### src/design/uer_pkg.sv
package uer_pkg;

  localparam int CFG_IDX_W = 2;
  localparam int CFG_DATA_W = 18;

  localparam logic [CFG_IDX_W-1:0] CFG_TRIGGER_TICKS = 2'd0;
  localparam logic [CFG_IDX_W-1:0] CFG_SETTLE_TICKS  = 2'd1;
  localparam logic [CFG_IDX_W-1:0] CFG_SOUND_SPEED   = 2'd2;

  localparam int TRIG_W = 8;
  localparam int TICK_W = 18;
  localparam int SPEED_W = 9;
  localparam int WIDTH_W = 16;
  localparam int ROUND_W = 4;
  localparam int DIST_W = 17;
  // The quotient of the running width*speed product: it stays below 2^18 for every
  // sample count, since at most SAMPLES saturated widths are averaged.
  localparam int QUOT_W = 18;

  localparam logic [TRIG_W-1:0]  TRIGGER_RESET = 8'd15;
  localparam logic [TICK_W-1:0]  SETTLE_RESET  = 18'd60000;
  localparam logic [SPEED_W-1:0] SPEED_RESET   = 9'd347;

  localparam logic [WIDTH_W-1:0] WIDTH_MAX = 16'hFFFF;
  localparam logic [DIST_W-1:0]  DIST_MAX  = 17'h1FFFF;

  localparam int IN_TDATA_W = 8;
  localparam int OUT_TDATA_W = 24;
  localparam int IN_ECHO_BIT = 0;
  localparam int IN_START_BIT = 1;
  localparam int OUT_TRIG_BIT = 0;
  localparam int OUT_BUSY_BIT = 1;
  localparam int OUT_DONE_BIT = 2;
  localparam int OUT_DIST_LSB = 3;

  typedef enum logic [2:0] {
    PH_IDLE      = 3'd0,
    PH_WAIT_LOW  = 3'd1,
    PH_TRIG      = 3'd2,
    PH_WAIT_HIGH = 3'd3,
    PH_MEASURE   = 3'd4,
    PH_SETTLE    = 3'd5
  } phase_t;

  typedef struct packed {
    logic [TRIG_W-1:0]  trigger_ticks;
    logic [TICK_W-1:0]  settle_ticks;
    logic [SPEED_W-1:0] sound_speed;
  } cfg_t;

  typedef struct packed {
    logic              trigger_level;
    logic              busy_res;
    logic              done_res;
    logic [DIST_W-1:0] distance;
  } res_t;

endpackage

### src/design/uer_core.sv
module uer_core #(
  parameter int SAMPLES = 5
) (
  input  logic          clk,
  input  logic          rst,
  input  logic          step,
  input  logic          echo_level,
  input  logic          start_req,
  input  uer_pkg::cfg_t cfg,
  output uer_pkg::res_t res
);
  import uer_pkg::*;

  localparam int DIV = 200 * SAMPLES;
  localparam int RW = $clog2(DIV);
  localparam int DW = $clog2(2 * DIV + 1);

  phase_t               phase, phase_next;
  logic [TICK_W-1:0]    tick_count, tick_count_next;
  logic [WIDTH_W-1:0]   echo_width, echo_width_next;
  logic [ROUND_W-1:0]   rounds_done, rounds_done_next;
  logic [DIST_W-1:0]    last_distance, last_distance_next;
  logic [QUOT_W-1:0]    acc_q, acc_q_next;
  logic [RW-1:0]        acc_r, acc_r_next;
  logic                 done_next;

  logic [DW-1:0]        spd_x;
  logic [1:0]           spd_q;
  logic [RW-1:0]        spd_r;
  logic [RW:0]          r_sum;
  logic                 r_carry;
  logic [QUOT_W-1:0]    q_inc;
  logic [RW-1:0]        r_inc;

  // Split the speed into a whole and a fractional part of the divisor so the
  // running average advances by one speed step per counted echo tick.
  assign spd_x = DW'(cfg.sound_speed);

  always_comb begin
    if (spd_x >= DW'(2 * DIV)) begin
      spd_q = 2'd2;
      spd_r = RW'(spd_x - DW'(2 * DIV));
    end else if (spd_x >= DW'(DIV)) begin
      spd_q = 2'd1;
      spd_r = RW'(spd_x - DW'(DIV));
    end else begin
      spd_q = 2'd0;
      spd_r = RW'(spd_x);
    end
  end

  assign r_sum   = {1'b0, acc_r} + (RW+1)'(spd_r);
  assign r_carry = (r_sum >= (RW+1)'(DIV));
  assign r_inc   = r_carry ? RW'(r_sum - (RW+1)'(DIV)) : RW'(r_sum);
  assign q_inc   = acc_q + QUOT_W'(spd_q) + QUOT_W'(r_carry);

  always_comb begin
    phase_next         = phase;
    tick_count_next    = tick_count;
    echo_width_next    = echo_width;
    rounds_done_next   = rounds_done;
    last_distance_next = last_distance;
    acc_q_next         = acc_q;
    acc_r_next         = acc_r;
    done_next          = 1'b0;
    unique case (phase)
      PH_WAIT_LOW: begin
        if (!echo_level) begin
          phase_next      = PH_TRIG;
          tick_count_next = TICK_W'(1);
        end
      end
      PH_TRIG: begin
        if (tick_count >= TICK_W'(cfg.trigger_ticks)) begin
          phase_next = PH_WAIT_HIGH;
        end else begin
          tick_count_next = tick_count + TICK_W'(1);
        end
      end
      PH_WAIT_HIGH: begin
        if (echo_level) begin
          phase_next      = PH_MEASURE;
          echo_width_next = WIDTH_W'(1);
          acc_q_next      = q_inc;
          acc_r_next      = r_inc;
        end
      end
      PH_MEASURE: begin
        if (echo_level) begin
          // hold the width once it saturates
          if (echo_width != WIDTH_MAX) begin
            echo_width_next = echo_width + WIDTH_W'(1);
            acc_q_next      = q_inc;
            acc_r_next      = r_inc;
          end
        end else begin
          rounds_done_next = rounds_done + ROUND_W'(1);
          tick_count_next  = '0;
          phase_next       = PH_SETTLE;
        end
      end
      PH_SETTLE: begin
        if (tick_count >= cfg.settle_ticks) begin
          if (rounds_done >= ROUND_W'(SAMPLES)) begin
            last_distance_next = (acc_q > QUOT_W'(DIST_MAX)) ? DIST_MAX
                                                              : acc_q[DIST_W-1:0];
            done_next  = 1'b1;
            phase_next = PH_IDLE;
          end else begin
            phase_next = PH_WAIT_LOW;
          end
        end else begin
          tick_count_next = tick_count + TICK_W'(1);
        end
      end
      default: begin
        phase_next = PH_IDLE;
        if (start_req) begin
          acc_q_next       = '0;
          acc_r_next       = '0;
          rounds_done_next = '0;
          echo_width_next  = '0;
          tick_count_next  = '0;
          phase_next       = PH_WAIT_LOW;
        end
      end
    endcase
  end

  always_ff @(posedge clk) begin
    if (rst) begin
      phase         <= PH_IDLE;
      tick_count    <= '0;
      echo_width    <= '0;
      rounds_done   <= '0;
      last_distance <= '0;
      acc_q         <= '0;
      acc_r         <= '0;
    end else if (step) begin
      phase         <= phase_next;
      tick_count    <= tick_count_next;
      echo_width    <= echo_width_next;
      rounds_done   <= rounds_done_next;
      last_distance <= last_distance_next;
      acc_q         <= acc_q_next;
      acc_r         <= acc_r_next;
    end
  end

  assign res.trigger_level = (phase_next == PH_TRIG);
  assign res.busy_res      = (phase_next != PH_IDLE);
  assign res.done_res      = done_next;
  assign res.distance      = last_distance_next;

endmodule

### src/design/ultrasonic_echo_ranger_unit.sv
// Channel   | Direction | Payload (lowest bit first)
// s_axis    | in        | echo_level, start_req (one microsecond tick)
// m_axis    | out       | trigger_level, busy_res, done_res, distance[16:0]
// cfg       | in        | cfg_index 0 trigger_ticks, 1 settle_ticks, 2 sound_speed
//
// One tick is taken every cycle unless stalled; the output register holds its
// result the next cycle, set by the phase sequencer and running average update.
// Reset (rst, synchronous) returns the sequencer to idle, clears the distance
// and loads the register defaults 15, 60000 and 347.
// With m_axis_tready low the result holds and s_axis_tready drops only while
// the output register is full and not taken.
module ultrasonic_echo_ranger_unit #(
  parameter int SAMPLES = 5
) (
  input  logic                              clk,
  input  logic                              rst,
  input  logic                              s_axis_tvalid,
  output logic                              s_axis_tready,
  // [0] echo_level, [1] start_req, [7:2] zero
  input  logic [uer_pkg::IN_TDATA_W-1:0]    s_axis_tdata,
  output logic                              m_axis_tvalid,
  input  logic                              m_axis_tready,
  // [0] trigger_level, [1] busy_res, [2] done_res, [19:3] distance, [23:20] zero
  output logic [uer_pkg::OUT_TDATA_W-1:0]   m_axis_tdata,
  input  logic                              cfg_wr_en,
  input  logic [uer_pkg::CFG_IDX_W-1:0]     cfg_index,
  input  logic [uer_pkg::CFG_DATA_W-1:0]    cfg_wdata
);
  import uer_pkg::*;

  cfg_t cfg;
  res_t res;
  logic step;

  always_ff @(posedge clk) begin
    if (rst) begin
      cfg.trigger_ticks <= TRIGGER_RESET;
      cfg.settle_ticks  <= SETTLE_RESET;
      cfg.sound_speed   <= SPEED_RESET;
    end else if (cfg_wr_en) begin
      unique case (cfg_index)
        CFG_TRIGGER_TICKS: cfg.trigger_ticks <= cfg_wdata[TRIG_W-1:0];
        CFG_SETTLE_TICKS:  cfg.settle_ticks  <= cfg_wdata[TICK_W-1:0];
        CFG_SOUND_SPEED:   cfg.sound_speed   <= cfg_wdata[SPEED_W-1:0];
        default: ;
      endcase
    end
  end

  assign s_axis_tready = !m_axis_tvalid || m_axis_tready;
  assign step = s_axis_tvalid && s_axis_tready;

  uer_core #(
    .SAMPLES(SAMPLES)
  ) u_core (
    .clk        (clk),
    .rst        (rst),
    .step       (step),
    .echo_level (s_axis_tdata[IN_ECHO_BIT]),
    .start_req  (s_axis_tdata[IN_START_BIT]),
    .cfg        (cfg),
    .res        (res)
  );

  always_ff @(posedge clk) begin
    if (rst) begin
      m_axis_tvalid <= 1'b0;
    end else if (step) begin
      m_axis_tvalid <= 1'b1;
    end else if (m_axis_tready) begin
      m_axis_tvalid <= 1'b0;
    end
  end

  always_ff @(posedge clk) begin
    if (step) begin
      m_axis_tdata <= {(OUT_TDATA_W-DIST_W-3)'(0), res.distance, res.done_res,
                       res.busy_res, res.trigger_level};
    end
  end

endmodule

### config.mk
export PLATFORM = sky130hd
export DESIGN_NAME = ultrasonic_echo_ranger_unit
export DESIGN_NICKNAME = d
export VERILOG_FILES = /design/src/design/uer_pkg.sv /design/src/design/uer_core.sv /design/src/design/ultrasonic_echo_ranger_unit.sv
export SDC_FILE = /design/constraint.sdc
export NUM_CORES = 1
export LEC_CHECK = 0
export ABC_AREA = 1
export BUFFER_PORTS_ARGS = -buffer_cell sky130_fd_sc_hd__buf_4
export CAP_MARGIN = 20
export CORE_UTILIZATION = 35
export CTS_CLUSTER_SIZE = 12
export DETAILED_ROUTE_END_ITERATION = 16
export HOLD_SLACK_MARGIN = 0.15
export SYNTH_ARGS = -nofsm -noshare
export SYNTH_HDL_FRONTEND = slang
export SYNTH_SLANG_ARGS = --single-unit
### constraint.sdc
create_clock -name clk -period 7.6 [get_ports clk]
set_input_delay 1.14 -clock clk [delete_from_list [all_inputs] [get_ports clk]]
set_output_delay 1.14 -clock clk [all_outputs]
set_load 0.05 [all_outputs]
==> insert_results.sql, run 1 <==
INSERT INTO impl_metrics (metric_group, metric, value, unit) VALUES
('clocking', 'post_cts_resize_count', '0', ''),
('final_layout', 'area_delta_synth_final', '13.57', '%'),
('clocking', 'cts_tree', 'built', ''),
('final_layout', 'final_cell_mix', 'nand2_1 (265), inv_1 (171), nor2_1 (128), dfxtp_1 (122), a21oi_1 (97)', ''),
('place', 'globalplace.congestion', '0.8815', ''),
('route', 'drt.antenna.violating_nets', '0', ''),
('grt', 'grt_antenna_before_repair', '0', ''),
('clocking', 'cts.htree.levels', '4', ''),
('sta', 'min_clock_period_post_route', '3.839', 'ns'),
('sta', 'layout_worst_path_cycle_share', '50.51', '%'),
('status', 'status', 'completed', ''),
('yosys', 'async_reset_ff_share', '0', '%'),
('final_layout', 'drive_gt1_share', '9.106', '%'),
('clocking', 'cts-root-to-sink-buffers', '2', ''),
('sta', 'clock-skew-final', '0.01177', 'ns'),
('power_and_ir_drop', 'power.switching', '0.0005241', 'W'),
('power_and_ir_drop', 'power.share.switching', '28.32', '%'),
('power_and_ir_drop', 'cellPowerDensity', '195.7', 'nW/um2'),
('floorplan', 'rows', '56', ''),
('worst_setup_path', 'type_of_element_launching_the_critical_path', 'register', ''),
('place', 'dp.cells', '1527', ''),
('clocking', 'cts_hold_buf', '0', ''),
('floorplan', 'floorplan.die.width', '156.2', 'um'),
('sta', 'slew_viol_final', '0', ''),
('sta', 'fin_tns_setup', '0', 'ns'),
('grt', 'grt_first_pass_wirelength', '33380', 'um'),
('power_and_ir_drop', 'share_clk_of_total_power', '41.9', '%'),
('final_layout', 'nFillCells', '2482', ''),
('sta', 'slew-limit-headroom', '33.88', '%'),
('yosys', 'post_synthesis_cell_type_with_the_largest_combined_area', 'dfxtp_1', ''),
('grt', 'first_global_vias', '7006', ''),
('floorplan', 'initial_core_util', '35.58', '%'),
('sta', 'grt_setup_unrepaired', 'false', ''),
('place', 'dp_hpwl', '13770', 'um'),
('power_and_ir_drop', 'power.combinational.fraction', '14.0', '%'),
('yosys', 'syn_avg_cell_area', '6.956', 'um2'),
('worst_setup_path', 'cp_max_fo', '8', ''),
('yosys', 'synth.top_cell.area_share', '29.33', '%'),
('yosys', 'synth_enable_flop_cells', '20', ''),
('run', 'max_cap_violations', '0', ''),
('floorplan', 'die_h', '156.2', 'um'),
('floorplan', 'i_o_pins', '59', ''),
('power_and_ir_drop', 'internal_dissipation', '0.001326', 'W'),
('worst_setup_path', 'crit_arrival', '4.18', 'ns'),
('worst_setup_path', 'critPathCaptureType', 'register', ''),
('sta', 'worst_slew_pin_slew', '0.9918', 'ns'),
('power_and_ir_drop', 'power_leakage', '4.172', 'nW'),
('yosys', 'ys.flop_type', 'dfxtp_1', ''),
('route', 'route.detailed.drc', '0', ''),
('worst_setup_path', 'critPathKind', 'reg2reg', ''),
('yosys', 'ys_top_cells_by_area', 'dfxtp_1 (29%), nand2_1 (12%), inv_1 (7.8%)', ''),
('route', 'first_pass_iters', '5', ''),
('min_path', 'worst_hold_path_type', 'reg2reg', ''),
('grt', 'globalRouteOverflowTotal', '0', ''),
('route', 'initialDrtViolationCount', '472', ''),
('floorplan', 'fp.dieArea', '24410', 'um2'),
('place', 'port_buffers', '48', ''),
('power_and_ir_drop', 'power.share.sequential', '44.1', '%'),
('power_and_ir_drop', 'report.power.total', '0.001850', 'W'),
('final_layout', 'multi_input_comb_area', '4403', 'um2'),
('power_and_ir_drop', 'peak_supply_drop', '0.1387', 'mV'),
('worst_setup_path', 'timing.critical_path.required', '7.94', 'ns'),
('final_layout', 'antenna_cells_inserted', '0', ''),
('route', 'detailed_route_wire_length', '19380', 'um'),
('floorplan', 'placeable_core_area', '23400', 'um2'),
('yosys', 'post_synth_instance_area', '8327', 'um2'),
('final_layout', 'layout.cells.non_filler', '1560', ''),
('final_layout', 'regArea', '3043', 'um2'),
('yosys', 'yosysWarnings', '0', ''),
('final_layout', 'design.final.nets', '1305', ''),
('yosys', 'synth.yosys.seq_area_share', '36.54', '%');
[registers in the layout, summed over array words and instances, names as in the netlist, 3 cells and up]
| register | flops |
|---|---|
| u_core.rounds_done | 4 |
| m_axis_tdata | 20 |
| u_core.last_distance | 17 |
| u_core.phase | 3 |
| u_core.tick_count | 18 |
| u_core.acc_r | 10 |
| cfg | 35 |
| u_core.echo_width | 16 |
| u_core.acc_q | 18 |
[final timing paths]
kind / start / end / slack [ns] / depth (start not counted)
max: cfg[0] / u_core.acc_q[16] / 3.76 / 23
min: u_core.rounds_done[3] / u_core.rounds_done[3] / 0.46 / 2
max reg2reg: cfg[0] / u_core.acc_q[16] / 3.76 / 23
min reg2reg: u_core.rounds_done[3] / u_core.rounds_done[3] / 0.46 / 2
[cell usage after synthesis (all sizes together), types with 8 or more instances]
| library cell | number |
|---|---|
| nor3 | 24 |
| ha | 43 |
| buf | 16 |
| a21oi | 98 |
| nand2 | 273 |
| nand3 | 78 |
| nand4 | 52 |
| o211ai | 11 |
| o21ai | 64 |
| inv | 178 |
| nor4 | 8 |
| xor2 | 19 |
| clkbuf | 26 |
| nor2 | 133 |
| dfxtp | 122 |
| edfxtp | 20 |
[stage by stage]
step / worst slack (ns) / area [um2]
after global routing: 3.360 / 9457
after global placement: 3.640 / 8900
after floorplan: 4.208 / 8338
final: 3.761 / 9457
after detailed placement: 3.599 / 8900
after CTS: 3.781 / 9449
[final cells by class]
type | instances | share of cell area (%)
tap | 319 | 4.221
clock inverter | 13 | 1.230
inverter | 179 | 7.184
sequential | 142 | 32.18
clock buffer | 19 | 4.578
timing repair buffer | 51 | 4.049
multi-input combinational | 837 | 46.56
[worst max-delay path, stage by stage, from the launching register on]
cell and delay (ns):
dfxtp_1 0.34, ha_1 0.22, inv_1 0.08, fa_1 0.43
inv_1 0.07, nand3_1 0.08, nand2_1 0.12, nand2_1 0.06
nand2_1 0.11, inv_1 0.08, ha_1 0.21, inv_1 0.06
nand3_1 0.12, nor2_1 0.22, nand3_2 0.20, nand3_2 0.25
ha_1 0.19, nand2_1 0.07, nor2_1 0.18, nand2_1 0.07
nor3_1 0.23, xor2_1 0.18, nand3_1 0.09, a21oi_1 0.12
[layer usage]
| layer | vias up | track usage, % | routed length [um] |
|---|---|---|---|
| met5 | - | 0 | 0 |
| met4 | 0 | 4.715 | 220 |
| met3 | 15 | 2.631 | 553 |
| met2 | 101 | 28.13 | 8838 |
| met1 | 3363 | 22.37 | 9764 |
| li1 | 3981 | - | - |
[power groups by stage]
stage	logic [W]	clock network [W]	registers (W)
finish	0.000259	0.000775	0.000816
floorplan	0.000168	0	0.000859
global route	0.000294	0.000830	0.000820
CTS	0.000261	0.000798	0.000817
global placement	0.000255	0	0.000832
detailed placement	0.000259	0	0.000833
[logic make-up (layout without fill, tap and decap cells)]
| kind of cell | after synthesis | count (layout) | share of synthesized area (%) |
|---|---|---|---|
| other | 1 | 4 | 0.04504 |
| xor gates and xnor gates | 24 | 24 | 2.524 |
| DFF | 142 | 142 | 36.54 |
| AOI/OAI and AO/OA | 188 | 188 | 12.22 |
| and+or+nand+nor | 576 | 576 | 31.13 |
| adders and majority gates | 44 | 44 | 6.702 |
| muxes | 1 | 1 | 0.1202 |
| buffers and inverters | 221 | 262 | 10.71 |
Note: power is estimated with default switching activity, not from simulation.
==> run 2, diff against run 1 <==
ABC_AREA = 0   (was 1)
clock period = 3.2 ns   (was 7.6 ns; I/O delays follow)
==> run 2 against run 1 <==
Clock skew grew 0.00052 ns. Routed wire length shrank 7.8%. Final area shrank 1.6%. Worst setup slack lost 3.6 ns. Via count shrank 10%. Power grew 140%.
==> insert_results.sql, run 2 <==
INSERT INTO impl_metrics (metric_group, metric, value, unit) VALUES
('status', 'status', 'completed', ''),
('yosys', 'ys_top_cells_by_area', 'dfxtp_1 (32%), edfxtp_1 (7.8%), ha_1 (7.0%)', ''),
('grt', 'first_global_vias', '6253', ''),
('sta', 'slew-limit-headroom', '35.92', '%'),
('sta', 'layout_worst_path_cycle_share', '94.95', '%'),
('worst_setup_path', 'crit_arrival', '3.40', 'ns'),
('grt', 'grt_start_max_net_pins', '52', ''),
('worst_setup_path', 'ff2ff_setup_slack', '0.16', 'ns'),
('clocking', 'clock_latency', '0.43', 'ns'),
('worst_setup_path', 'critical_path.endpoint', 'u_core.acc_q[13]', ''),
('floorplan', 'initial_core_util', '36.09', '%'),
('min_path', 'worst_hold_path_type', 'in2reg', ''),
('floorplan', 'i_o_pins', '59', ''),
('clocking', 'cts_inserted_buffers', '17', ''),
('floorplan', 'die_h', '150.2', 'um'),
('route', 'route.detailed.drc', '0', ''),
('sta', 'setup_slack', '0.1617', 'ns'),
('yosys', 'ys_top_cells_by_count', 'nand2_1 (126), dfxtp_1 (122), nor2_1 (110), a21oi_1 (62), inv_1 (53)', ''),
('sta', 'report.final.hold_viol_count', '0', ''),
('sta', 'max_freq', '0.3291', 'GHz'),
('route', 'initialDrtViolationCount', '474', ''),
('yosys', 'synth_enable_flop_cells', '20', ''),
('sta', 'grt_setup_unrepaired', 'true', ''),
('grt', 'grt_antenna_before_repair', '0', ''),
('yosys', 'number_of_distinct_library_cells_after_synthesis', '72', ''),
('final_layout', 'design.final.nets', '1081', ''),
('worst_setup_path', 'timing.critical_path.required', '3.56', 'ns'),
('yosys', 'async_reset_ff_share', '0', '%'),
('place', 'globalplace.congestion', '0.8287', ''),
('worst_setup_path', 'critical_path.startpoint', 'cfg[0]', ''),
('clocking', 'cts_num_sinks', '142', ''),
('yosys', 'post_synth_instance_area', '7682', 'um2'),
('final_layout', 'area_delta_synth_final', '21.17', '%'),
('yosys', 'yosysWarnings', '0', ''),
('yosys', 'post_synthesis_cell_type_with_the_largest_combined_area', 'dfxtp_1', ''),
('sta', 'hold_slack', '0.2840', 'ns'),
('final_layout', 'final_cell_mix', 'nand2_1 (126), dfxtp_1 (120), nor2_1 (110), buf_4 (84), a21oi_1 (60)', ''),
('final_layout', 'drive_gt1_share', '16.42', '%'),
('worst_setup_path', 'cp_max_fo', '5', ''),
('floorplan', 'rows', '53', ''),
('power_and_ir_drop', 'cellPowerDensity', '469.0', 'nW/um2'),
('grt', 'grt_first_pass_wirelength', '30180', 'um'),
('worst_setup_path', 'rr_startpoint', 'cfg[0]', ''),
('clocking', 'cts-root-to-sink-buffers', '2', ''),
('yosys', 'netlist_instances', '943', ''),
('route', 'first_pass_iters', '5', ''),
('final_layout', 'regMostFlops', 'cfg', ''),
('yosys', 'synth.yosys.seq_area_share', '39.61', '%'),
('final_layout', 'leading_cell_type_in_the_layout_fill_and_taps_excluded', 'nand2_1', ''),
('place', 'post-place-ws', '-0.004835', 'ns'),
('route', 'routed_wire_length_per_instance', '13.82', 'um'),
('final_layout', 'largest_register_ff_count', '35', ''),
('route', 'dr_total_vias', '6686', ''),
('place', 'dp_hpwl', '12440', 'um'),
('floorplan', 'fp.dieArea', '22550', 'um2'),
('min_path', 'hold_path_depth', '3', ''),
('route', 'drt.antenna.violating_nets', '0', ''),
('floorplan', 'floorplan.die.width', '150.2', 'um'),
('sta', 'min_clock_period_post_route', '3.038', 'ns'),
('clocking', 'cts_hold_buf', '0', ''),
('sta', 'slew_viol_final', '0', ''),
('grt', 'grt_util_all_layers', '16.69', '%'),
('grt', 'globalRouteOverflowTotal', '0', ''),
('yosys', 'ys.flop_type', 'dfxtp_1', ''),
('clocking', 'clock_tree.root_cell', 'clkbuf_16', ''),
('min_path', 'min-delay-start', 'cfg_wdata[14]', ''),
('power_and_ir_drop', 'power_leakage', '3.525', 'nW'),
('worst_setup_path', 'critPathCaptureType', 'register', ''),
('sta', 'clock-skew-final', '0.01229', 'ns'),
('final_layout', 'biggestRegsByFlops', 'cfg (35), m_axis_tdata (20)', ''),
('final_layout', 'antenna_cells_inserted', '0', ''),
('clocking', 'cts_tree', 'built', ''),
('worst_setup_path', 'type_of_element_launching_the_critical_path', 'register', ''),
('yosys', 'synth.ff_latch_count', '142', ''),
('clocking', 'cts.clk_slew.worst_paths', '0.06', 'ns'),
('worst_setup_path', 'reg2reg_depth', '14', ''),
('power_and_ir_drop', 'peak_supply_drop', '0.4079', 'mV'),
('yosys', 'synth.top_cell.area_share', '31.79', '%'),
('route', 'post_drt_via_cell_ratio', '5.175', ''),
('route', 'detailed_route_wire_length', '17860', 'um'),
('sta', 'worst_slew_pin_slew', '0.9612', 'ns'),
('floorplan', 'placeable_core_area', '21290', 'um2'),
('place', 'port_buffers', '48', ''),
('clocking', 'cts.htree.levels', '4', ''),
('yosys', 'most_frequent_cell_after_synthesis', 'nand2_1', ''),
('run', 'max_cap_violations', '0', ''),
('yosys', 'syn_avg_cell_area', '8.147', 'um2'),
('worst_setup_path', 'timing.rr.end', 'u_core.acc_q[13]', ''),
('sta', 'setup_viol', '0', ''),
('worst_setup_path', 'critPathKind', 'reg2reg', ''),
('final_layout', 'final_core_utilization', '43.73', '%');
## run 2: cell types whose count changed after synthesis, sizes merged, moves of 22 or more
cell	change
a211oi	+24
nand4	-30
a21oi	-36
nand2	-147
nand3	-40
nor2	-22
inv	-125
## run 2: what timing repair did
item                                    CTS  global route
pin swaps                                 1            10
gates resized for setup                   3            31
cloned                                    0             1
buffers inserted                          0             4
endpoints found under the setup margin    5            16
## run 2: how the worst min path moves through the flow
| stage | end | slack, ns |
|---|---|---|
| finish | cfg[23] | 0.28 |
| global placement | cfg[16] | 0.44 |
| detailed placement | cfg[16] | 0.45 |
| floorplan | u_core.acc_r[3] | 0.43 |
| global route | cfg[24] | 0.28 |
| CTS | cfg[18] | 0.27 |
## run 2: cell type report
type,instances,area [um2]
sequential,142,3045
multi-input combinational,701,4418
timing repair buffer,88,669.4
clock buffer,20,446.7
inverter,54,202.7
fill,2081,11980
tap,275,344.1
clock inverter,12,182.7
## run 2: critical path, stage by stage (launching register included)
cell and delay (ns):
dfxtp_2 0.33, ha_2 0.18, inv_1 0.05, fa_2 0.36, nor2b_2 0.14, o2111a_1 0.23
a311oi_2 0.08, a2111oi_4 0.40, a31oi_4 0.14, inv_2 0.12, ha_4 0.14, nand4_1 0.16
buf_6 0.20, or3_4 0.33, a21oi_2 0.12
## run 2: per-layer routing
metal	GRT usage (%)	vias up	share of wire (%)
met5	0	-	0
met4	4.697	0	1.1
met3	3.333	14	3.3
met2	27.48	103	47
met1	22.08	3131	48
li1	-	3438	-
## run 2: report_power, final
group          leakage (nW)  internal (W)  total (W)  switching, W
sequential             1.19       0.00184    0.00186     0.0000181
clock                 0.309       0.00133    0.00212      0.000789
combinational          2.03      0.000126   0.000381      0.000255
## run 2: through the flow
stage                     cells  cell area, um2   TNS (ns)  power, W
after detailed placement   1255            8472  -0.004835  0.002274
after global routing       1292            9309   -0.04427  0.004525
final                      1292            9309          0  0.004366
after floorplan             946            7711          0  0.002149
after CTS                  1287            9112          0  0.004402
after global placement     1255            8472          0  0.002271
## run 2: logic make-up after synthesis
| kind of cell | Yosys count | share of synthesized area [%] |
|---|---|---|
| AOI/OAI and AO/OA | 207 | 18.00 |
| adders and majority gates | 44 | 7.264 |
| xor gates and xnor gates | 32 | 3.648 |
| muxes | 9 | 1.205 |
| other | 1 | 0.04881 |
| DFF | 142 | 39.61 |
| and+or+nand+nor | 405 | 24.80 |
| buffers and inverters | 103 | 5.423 |
